==> src/hdl/ffha_pkg.sv <==
// ffha_pkg: shared types, codes and field widths of the first-fit heap allocator
// used by first_fit_heap_allocator, its port checker and the testbench; no dependencies
`timescale 1ns / 1ps

package ffha_pkg;

  // payload field widths
  localparam int REQ_W       = 17;
  localparam int ADDR_W      = 16;
  localparam int SIZE_W      = 17;
  localparam int OFF_W       = 16;
  localparam int STATUS_W    = 2;
  localparam int IN_TDATA_W  = 40;
  localparam int OUT_TDATA_W = 24;

  // smallest payload that a split may leave behind
  localparam int SPLIT_MIN_PAYLOAD = 4;

  typedef enum logic {
    CMD_ALLOC   = 1'b0,
    CMD_RELEASE = 1'b1
  } ffha_cmd_e;

  typedef enum logic [STATUS_W-1:0] {
    ST_OK     = 2'd0,
    ST_ZERO   = 2'd1,
    ST_NOFIT  = 2'd2,
    ST_BADPTR = 2'd3
  } ffha_status_e;

  // one row of the block table
  typedef struct packed {
    logic              free;
    logic [SIZE_W-1:0] size;
    logic [OFF_W-1:0]  off;
  } ffha_entry_t;

endpackage

==> src/hdl/first_fit_heap_allocator.sv <==
// Steps: alloc scans for the first free fit and marks it used, or on a split shifts later rows
//   up and writes the free tail and the used block; release scans for the pointer, reads the next
//   block and, on a merge, shifts later rows down; zero size and null release skip the scan.
// Throughput: one item at a time; one table row read and one written per cycle sets the scan
//   and shift length. A result may wait while the next item runs.
// Reset: asynchronous, active low; table holds one free block, no clearing pass.
// first_fit_heap_allocator: first-fit allocator with split and forward coalesce
// depends on ffha_pkg
`timescale 1ns / 1ps

module first_fit_heap_allocator
  import ffha_pkg::*;
#(
  parameter int HEAP_BYTES   = 65536,
  parameter int HEADER_BYTES = 12,
  parameter int MAX_BLOCKS   = 64
) (
  input  logic                   clk_i,
  input  logic                   rst_ni,
  input  logic                   s_axis_tvalid,
  output logic                   s_axis_tready,
  input  logic [IN_TDATA_W-1:0]  s_axis_tdata,   // req_size[16:0], addr[32:17], zero pad
  input  logic                   s_axis_tuser,   // cmd
  output logic                   m_axis_tvalid,
  input  logic                   m_axis_tready,
  output logic [OUT_TDATA_W-1:0] m_axis_tdata    // addr_out[15:0], status[17:16], zero pad
);

  localparam int IDX_W = $clog2(MAX_BLOCKS);
  localparam int CNT_W = $clog2(MAX_BLOCKS + 1);
  localparam int SZX_W = SIZE_W + 1;
  localparam logic [SIZE_W-1:0] HDR_S  = SIZE_W'(HEADER_BYTES);
  localparam logic [OFF_W-1:0]  HDR_O  = OFF_W'(HEADER_BYTES);
  localparam logic [SIZE_W-1:0] SIZE0  = SIZE_W'(HEAP_BYTES - HEADER_BYTES);
  localparam logic [CNT_W-1:0]  MAXCNT = CNT_W'(MAX_BLOCKS);

  typedef enum logic [3:0] {
    S_IDLE, S_SCAN, S_ALOC, S_SHUP, S_SPLN, S_SPLC, S_RNXT, S_RCHK, S_SHDN, S_DONE
  } state_e;

  state_e               state_q;
  ffha_cmd_e            cmd_q;
  logic [REQ_W-1:0]     req_q;
  logic [ADDR_W-1:0]    addr_q;
  logic [CNT_W-1:0]     cnt_q;
  logic [CNT_W-1:0]     idx_q;
  logic                 pv_q;
  logic [IDX_W-1:0]     pj_q;
  logic [IDX_W-1:0]     f_q;
  logic [IDX_W-1:0]     wdst_q;
  ffha_entry_t          ent_q;
  logic [OFF_W-1:0]     res_addr_q;
  ffha_status_e         res_st_q;
  logic                 v0_q;
  logic                 rsub_q;
  logic                 out_valid_q;
  logic [OFF_W-1:0]     out_addr_q;
  ffha_status_e         out_st_q;

  ffha_entry_t          mem_q [MAX_BLOCKS];
  ffha_entry_t          rdat_q;

  ffha_entry_t          rd_eff;
  ffha_entry_t          wdata;
  ffha_entry_t          reset_ent;
  logic                 we;
  logic [IDX_W-1:0]     waddr;
  logic [IDX_W-1:0]     raddr;
  logic                 match;
  logic                 issue;
  logic                 split;
  logic                 issue_up;
  logic                 issue_dn;
  logic                 has_next;
  logic                 out_free;
  logic [SIZE_W-1:0]    nsize;
  logic [OFF_W-1:0]     noff;
  logic [SIZE_W-1:0]    msize;

  // entry 0 reads as the reset block until it is first written
  assign reset_ent = '{free: 1'b1, size: SIZE0, off: '0};
  assign rd_eff    = rsub_q ? reset_ent : rdat_q;

  // scan compare: first free fit, or payload offset (header offset plus header) match on release
  always_comb begin
    if (cmd_q == CMD_RELEASE) begin
      match = pv_q && (({1'b0, rd_eff.off} + HDR_S) == {1'b0, addr_q});
    end else begin
      match = pv_q && rd_eff.free && (rd_eff.size >= req_q);
    end
  end

  assign issue    = idx_q < cnt_q;
  assign split    = (SZX_W'(ent_q.size) >= (SZX_W'(req_q) + SZX_W'(HDR_S)
                    + SZX_W'(SPLIT_MIN_PAYLOAD))) && (cnt_q < MAXCNT);
  assign issue_up = idx_q > (CNT_W'(f_q) + CNT_W'(1));
  assign issue_dn = (idx_q + CNT_W'(1)) < cnt_q;
  assign has_next = (CNT_W'(f_q) + CNT_W'(1)) < cnt_q;
  assign out_free = !out_valid_q || m_axis_tready;
  assign nsize    = ent_q.size - req_q[SIZE_W-1:0] - HDR_S;
  assign noff     = ent_q.off + HDR_O + req_q[OFF_W-1:0];
  assign msize    = ent_q.size + HDR_S + rd_eff.size;

  // table port control
  always_comb begin
    we    = 1'b0;
    waddr = f_q;
    wdata = ent_q;
    raddr = idx_q[IDX_W-1:0];
    unique case (state_q)
      S_ALOC: begin
        we    = !split;
        wdata = '{free: 1'b0, size: ent_q.size, off: ent_q.off};
      end
      S_SHUP: begin
        we    = pv_q;
        waddr = wdst_q;
        wdata = rd_eff;
        raddr = idx_q[IDX_W-1:0] - IDX_W'(1);
      end
      S_SPLN: begin
        we    = 1'b1;
        waddr = f_q + IDX_W'(1);
        wdata = '{free: 1'b1, size: nsize, off: noff};
      end
      S_SPLC: begin
        we    = 1'b1;
        wdata = '{free: 1'b0, size: req_q[SIZE_W-1:0], off: ent_q.off};
      end
      S_RNXT: begin
        we    = !has_next;
        raddr = f_q + IDX_W'(1);
        wdata = '{free: 1'b1, size: ent_q.size, off: ent_q.off};
      end
      S_RCHK: begin
        we    = 1'b1;
        wdata = '{free: 1'b1, size: rd_eff.free ? msize : ent_q.size, off: ent_q.off};
      end
      S_SHDN: begin
        we    = pv_q;
        waddr = wdst_q;
        wdata = rd_eff;
        raddr = idx_q[IDX_W-1:0] + IDX_W'(1);
      end
      default: begin
      end
    endcase
  end

  // block table memory, one write and one registered read per cycle
  always_ff @(posedge clk_i) begin
    if (we) begin
      mem_q[waddr] <= wdata;
    end
    rdat_q <= mem_q[raddr];
  end

  // sequencer and registered outputs
  always_ff @(posedge clk_i or negedge rst_ni) begin
    if (!rst_ni) begin
      state_q     <= S_IDLE;
      cmd_q       <= CMD_ALLOC;
      req_q       <= '0;
      addr_q      <= '0;
      cnt_q       <= CNT_W'(1);
      idx_q       <= '0;
      pv_q        <= 1'b0;
      pj_q        <= '0;
      f_q         <= '0;
      wdst_q      <= '0;
      ent_q       <= '0;
      res_addr_q  <= '0;
      res_st_q    <= ST_OK;
      v0_q        <= 1'b0;
      rsub_q      <= 1'b0;
      out_valid_q <= 1'b0;
      out_addr_q  <= '0;
      out_st_q    <= ST_OK;
    end else begin
      rsub_q <= (raddr == '0) && !v0_q;
      if (we && (waddr == '0)) begin
        v0_q <= 1'b1;
      end
      // result transfer frees the output register unless a new result loads it
      if (out_valid_q && m_axis_tready && (state_q != S_DONE)) begin
        out_valid_q <= 1'b0;
      end
      unique case (state_q)
        S_IDLE: begin
          if (s_axis_tvalid) begin
            cmd_q      <= ffha_cmd_e'(s_axis_tuser);
            req_q      <= s_axis_tdata[REQ_W-1:0];
            addr_q     <= s_axis_tdata[REQ_W +: ADDR_W];
            idx_q      <= '0;
            pv_q       <= 1'b0;
            res_addr_q <= '0;
            res_st_q   <= ST_OK;
            if (ffha_cmd_e'(s_axis_tuser) == CMD_ALLOC) begin
              if (s_axis_tdata[REQ_W-1:0] == '0) begin
                res_st_q <= ST_ZERO;
                state_q  <= S_DONE;
              end else begin
                state_q  <= S_SCAN;
              end
            end else if (s_axis_tdata[REQ_W +: ADDR_W] == '0) begin
              state_q <= S_DONE;
            end else begin
              state_q <= S_SCAN;
            end
          end
        end
        S_SCAN: begin
          if (match) begin
            f_q     <= pj_q;
            ent_q   <= rd_eff;
            pv_q    <= 1'b0;
            state_q <= (cmd_q == CMD_ALLOC) ? S_ALOC : S_RNXT;
          end else if (issue) begin
            idx_q <= idx_q + CNT_W'(1);
            pj_q  <= idx_q[IDX_W-1:0];
            pv_q  <= 1'b1;
          end else if (pv_q) begin
            pv_q <= 1'b0;
          end else begin
            res_st_q <= (cmd_q == CMD_ALLOC) ? ST_NOFIT : ST_BADPTR;
            state_q  <= S_DONE;
          end
        end
        S_ALOC: begin
          res_addr_q <= ent_q.off + HDR_O;
          res_st_q   <= ST_OK;
          if (split) begin
            idx_q   <= cnt_q;
            pv_q    <= 1'b0;
            state_q <= S_SHUP;
          end else begin
            state_q <= S_DONE;
          end
        end
        S_SHUP: begin
          if (issue_up) begin
            wdst_q <= idx_q[IDX_W-1:0];
            idx_q  <= idx_q - CNT_W'(1);
            pv_q   <= 1'b1;
          end else begin
            pv_q    <= 1'b0;
            state_q <= S_SPLN;
          end
        end
        S_SPLN: begin
          state_q <= S_SPLC;
        end
        S_SPLC: begin
          cnt_q   <= cnt_q + CNT_W'(1);
          state_q <= S_DONE;
        end
        S_RNXT: begin
          state_q <= has_next ? S_RCHK : S_DONE;
        end
        S_RCHK: begin
          if (rd_eff.free) begin
            idx_q   <= CNT_W'(f_q) + CNT_W'(1);
            pv_q    <= 1'b0;
            state_q <= S_SHDN;
          end else begin
            state_q <= S_DONE;
          end
        end
        S_SHDN: begin
          if (issue_dn) begin
            wdst_q <= idx_q[IDX_W-1:0];
            idx_q  <= idx_q + CNT_W'(1);
            pv_q   <= 1'b1;
          end else begin
            pv_q    <= 1'b0;
            cnt_q   <= cnt_q - CNT_W'(1);
            state_q <= S_DONE;
          end
        end
        S_DONE: begin
          if (out_free) begin
            out_valid_q <= 1'b1;
            out_addr_q  <= res_addr_q;
            out_st_q    <= res_st_q;
            state_q     <= S_IDLE;
          end
        end
        default: begin
          state_q <= S_IDLE;
        end
      endcase
    end
  end

  // stream ports
  assign s_axis_tready = (state_q == S_IDLE);
  assign m_axis_tvalid = out_valid_q;
  assign m_axis_tdata  = {(OUT_TDATA_W - STATUS_W - OFF_W)'(0), out_st_q, out_addr_q};

endmodule

==> config.mk <==
export PLATFORM = sky130hd
export DESIGN_NAME = first_fit_heap_allocator
export DESIGN_NICKNAME = d
export VERILOG_FILES = /design/src/hdl/ffha_pkg.sv /design/src/hdl/first_fit_heap_allocator.sv
export SDC_FILE = /design/constraint.sdc
export NUM_CORES = 2
export LEC_CHECK = 0
export BUFFER_PORTS_ARGS = -buffer_cell sky130_fd_sc_hd__buf_2
export CAP_MARGIN = 20
export CORE_UTILIZATION = 28
export DETAILED_ROUTE_END_ITERATION = 8
export GPL_ROUTABILITY_DRIVEN = 0
export HOLD_SLACK_MARGIN = 0.03
export PLACE_DENSITY_LB_ADDON = 0.25
export SYNTH_ARGS = -nofsm -noshare
export SYNTH_HDL_FRONTEND = slang
export SYNTH_SLANG_ARGS = --single-unit
==> constraint.sdc <==
create_clock -name clk_i -period 6 [get_ports clk_i]
set_input_delay 0.6 -clock clk_i [delete_from_list [all_inputs] [get_ports clk_i]]
set_output_delay 0.6 -clock clk_i [all_outputs]
set_load 0.02 [all_outputs]
==> results.sh <==
export IMPL_run_status="complete, no violations"
export IMPL_routed_via_density=4.98
export IMPL_fp_coreArea_sq_mm=0.353
export IMPL_finalNonFillerCells=12194
export IMPL_synth_top_family_by_area="simple AND/OR/NAND/NOR gates"
export IMPL_clockPowerShare=0.218
export IMPL_hp_class="in2reg"
export IMPL_dpl_cell_count=11692
export IMPL_clk_path_buf_depth=4
export IMPL_endpoint_kind="register"
export IMPL_cts_sinks=2354
export IMPL_start_kind="register"
export IMPL_clk_pin_slew_worst_paths_ns=0.06
export IMPL_tns_ns=0
export IMPL_critical_path_class="reg2reg"
export IMPL_post_cts_buffers=0
export IMPL_irDropWorstVdd_mv=0.473
export IMPL_antenna_found_initial=19
export IMPL_yosys_warnings=0
export IMPL_drv_slew=0
export IMPL_synthMuxAreaShare=0.0933
export IMPL_num_vias=60683
export IMPL_finalHoldViolations=0
export IMPL_critical_path_peak_fanout=19
export IMPL_p_seq_frac=0.325
export IMPL_relSlewSlack=0.202
export IMPL_p_per_area_mw_per_mm2=617
export IMPL_wire_per_inst_microns=25.1
export IMPL_track_usage=0.168
export IMPL_setup_worst_path_start="state_q[0]"
export IMPL_pwr_share_comb=0.457
export IMPL_ios=71
export IMPL_fp_row_count=218
export IMPL_setup_viol=0
export IMPL_p_sw_w=0.0299
export IMPL_synth_area_sq_mm=0.0997
export IMPL_drt_wl_total_mm=306
export IMPL_clock_latency_ns=0.87
export IMPL_htreeDepth=5
export IMPL_dp_hpwl_mm=189
export IMPL_ys_seq_area_frac=0.698
export IMPL_dr_pass1_iters=6
export IMPL_max_freq_mhz=195
export IMPL_grt_pass1_vias=59457
export IMPL_drt_initial_drc_count=5907
export IMPL_synth_compound_area_frac=0.0610
export IMPL_final_antenna_net_count=0
export IMPL_areaGrowthSynthToFinish_pct=16.9
export IMPL_cts_root_buf="clkbuf_16"
export IMPL_p_leak_nw=42.2
export IMPL_synth_edf_count=2176
export IMPL_rr_worst_depth=12
export IMPL_drc=0
export IMPL_cts_tree="yes"
export IMPL_worst_pin_slew_ns=1.18
export IMPL_synthAdderAreaFrac=0.0197
export IMPL_clock_skew_ns=0.0813
export IMPL_die_x_microns=599
export IMPL_timing_rr_end="rdat_q[1]"
export IMPL_period_share=0.856
export IMPL_drive_gt1_frac=0.143
export IMPL_synthCells=6983
export IMPL_die_y_microns=599
export IMPL_fin_util=0.330
export IMPL_rsz0062_at_grt="false"
export IMPL_numPortBuffers=57
export IMPL_dieArea_sq_mm=0.359
export IMPL_setup_worst_path_end="rdat_q[1]"
export IMPL_synth_simple_area_share=0.0945
export IMPL_grt_ovfl_total=0
export IMPL_nFillCells=34511
export IMPL_rr_startpoint="state_q[0]"
export IMPL_fin_crit_ns=5.14
export IMPL_grt_pass1_wl_mm=438
export IMPL_grt_max_degree=158
export IMPL_crit_arrival_ns=5.92
export IMPL_layout_nets=7456
export IMPL_ys_ff_latch=2354
export IMPL_synth_xor_area_frac=0.00857
export IMPL_r2r_slack_ns=0.86
export IMPL_cap_violations=0
export IMPL_synth_ff_type="edfxtp_1"
export IMPL_power_internal_w=0.0420
export IMPL_synth_distinct_cells=103
export IMPL_p_sw_frac=0.416
export IMPL_initial_core_util=0.282
export IMPL_syn_area_per_cell_sq_um=14.3
export IMPL_cts_buffers=268
export IMPL_async_flop_share=0.0612
export IMPL_crit_required_ns=6.78
timing repair:
item	CTS	global route
gates resized for setup	0	0
hold endpoints to repair	78	0
hold buffers	20	0
synthesized netlist by cell type (all sizes together) (12+ instances only):
| library cell | number | area, sq um |
|---|---|---|
| edfxtp | 2176 | 65300 |
| nand2 | 1255 | 4720 |
| mux2i | 698 | 6990 |
| nand3 | 451 | 2260 |
| buf | 254 | 1440 |
| a21oi | 174 | 890 |
| nor2 | 154 | 586 |
| ha | 149 | 1860 |
| dfrtp | 143 | 3580 |
| clkbuf | 140 | 526 |
| inv | 127 | 479 |
| mux2 | 108 | 1220 |
| o22ai | 108 | 676 |
| o21ai | 85 | 429 |
| a31oi | 75 | 475 |
| xnor2 | 69 | 604 |
| o211ai | 68 | 515 |
| mux4 | 49 | 1100 |
| a32oi | 37 | 324 |
| a211oi | 36 | 280 |
| nand4 | 36 | 231 |
| nor3 | 36 | 201 |
| a2111oi | 35 | 308 |
| dfxtp | 34 | 681 |
| a21o | 29 | 225 |
| and4 | 29 | 254 |
| and3 | 27 | 174 |
| xor2 | 26 | 228 |
| o41ai | 25 | 219 |
| nand2b | 23 | 144 |
| nor2b | 23 | 144 |
| a311oi | 20 | 175 |
| nor4 | 19 | 119 |
| a22oi | 18 | 149 |
| o21a | 18 | 135 |
| a222oi | 17 | 170 |
| or2 | 17 | 106 |
| a221oi | 14 | 123 |
| o221ai | 13 | 114 |
| a31o | 12 | 105 |
| o31ai | 12 | 90.1 |
through the flow:
step | worst slack, ns | total power [W] | hold WS [ns] | cell area, sq um
final | 0.862 | 0.0719 | 0.0835 | 117000
after global routing | 0.559 | 0.0755 | 0.0624 | 117000
after CTS | 0.874 | 0.0723 | 0.0325 | 116000
after detailed placement | 0.845 | 0.0564 | 0.466 | 108000
after global placement | 0.836 | 0.0560 | 0.464 | 108000
after floorplan | 0.00639 | 0.0433 | 0.304 | 99700
how the worst min path moves through the flow:
| stage | startpoint | end | slack (ns) | depth (start not counted) |
|---|---|---|---|---|
| global placement | v0_q | v0_q | 0.46 | 1 |
| global route | s_axis_tdata[13] | req_q[13] | 0.06 | 2 |
| floorplan | rst_ni | addr_q[0] | 0.30 | 0 |
| detailed placement | v0_q | v0_q | 0.47 | 1 |
| CTS | s_axis_tdata[21] | addr_q[4] | 0.03 | 2 |
| finish | s_axis_tdata[19] | addr_q[2] | 0.08 | 2 |
layout make-up:
cell class	count	area (sq um)	area share
well taps	4730	5920	0.0508
flip-flops and latches	2354	69600	0.598
multi-input cells	4113	28600	0.245
repair buffers	393	3600	0.0309
clock inverters	125	1100	0.00943
diodes	8	20.0	0.000172
clock buffers	344	7210	0.0618
inverters	127	479	0.00411
critical path, stage by stage, from the launching register on:
cell,delay (ns)
dfrtp_1,0.37
or4b_1,0.71
buf_4,0.27
ha_1,0.34
nor2b_1,0.15
o21a_1,0.17
or3_1,0.35
a31o_2,0.39
buf_4,0.21
nand2_4,0.40
o22ai_1,0.27
o41ai_1,1.09
and4_1,0.34
kinds of logic after synthesis:
kind of cell / count (synthesis)
flops: 2354
mux: 855
xor+xnor: 96
fa+ha+maj: 154
buf+inv: 521
other cells: 1
compound gates: 871
simple gates: 2131
cell usage in the layout (no fill, tap or decap), drive strengths merged, types with 19 or more instances in the layout:
cell type	n
mux2i	698
xor2	26
nand3	451
dlygate4sd3	20
ha	149
a32oi	37
a311oi	20
a211oi	36
nand4	36
and4	29
nor2b	23
a2111oi	35
clkinv	94
dfxtp	34
nor4	19
dfrtp	143
edfxtp	2176
nor3	36
a21oi	174
mux2	108
o211ai	68
a31oi	75
o22ai	108
buf	373
mux4	49
o21ai	85
nor2	154
o41ai	25
clkbuf	344
and3	27
a21o	29
inv	137
nand2	1255
nand2b	23
xnor2	69
per-layer routing:
metal	GRT usage	up-vias	part of all wire
met4	0.0400	2	0.023
li1	-	27143	-
met2	0.269	1879	0.46
met1	0.237	31293	0.45
met5	0	-	0.000036
met3	0.0263	366	0.063
registers in the layout (all words and copies together), names as in the netlist:
register	cells
addr_q	16
v0_q	1
ent_q	34
res_st_q	2
pv_q	1
cmd_q	1
mem_q	2176
state_q	4
req_q	17
rsub_q	1
cnt_q	7
pj_q	6
rdat_q	34
wdst_q	6
out_st_q	2
m_axis_tvalid	1
res_addr_q	16
idx_q	7
f_q	6
out_addr_q	16
power groups by stage:
stage	combinational [W]	sequential [W]	clock (W)
floorplan	0.0197	0.0236	0
global placement	0.0323	0.0237	0
detailed placement	0.0327	0.0237	0
CTS	0.0329	0.0234	0.0160
global route	0.0354	0.0235	0.0167
finish	0.0328	0.0234	0.0157
No activity file was read; power rests on OpenSTA's default activity.
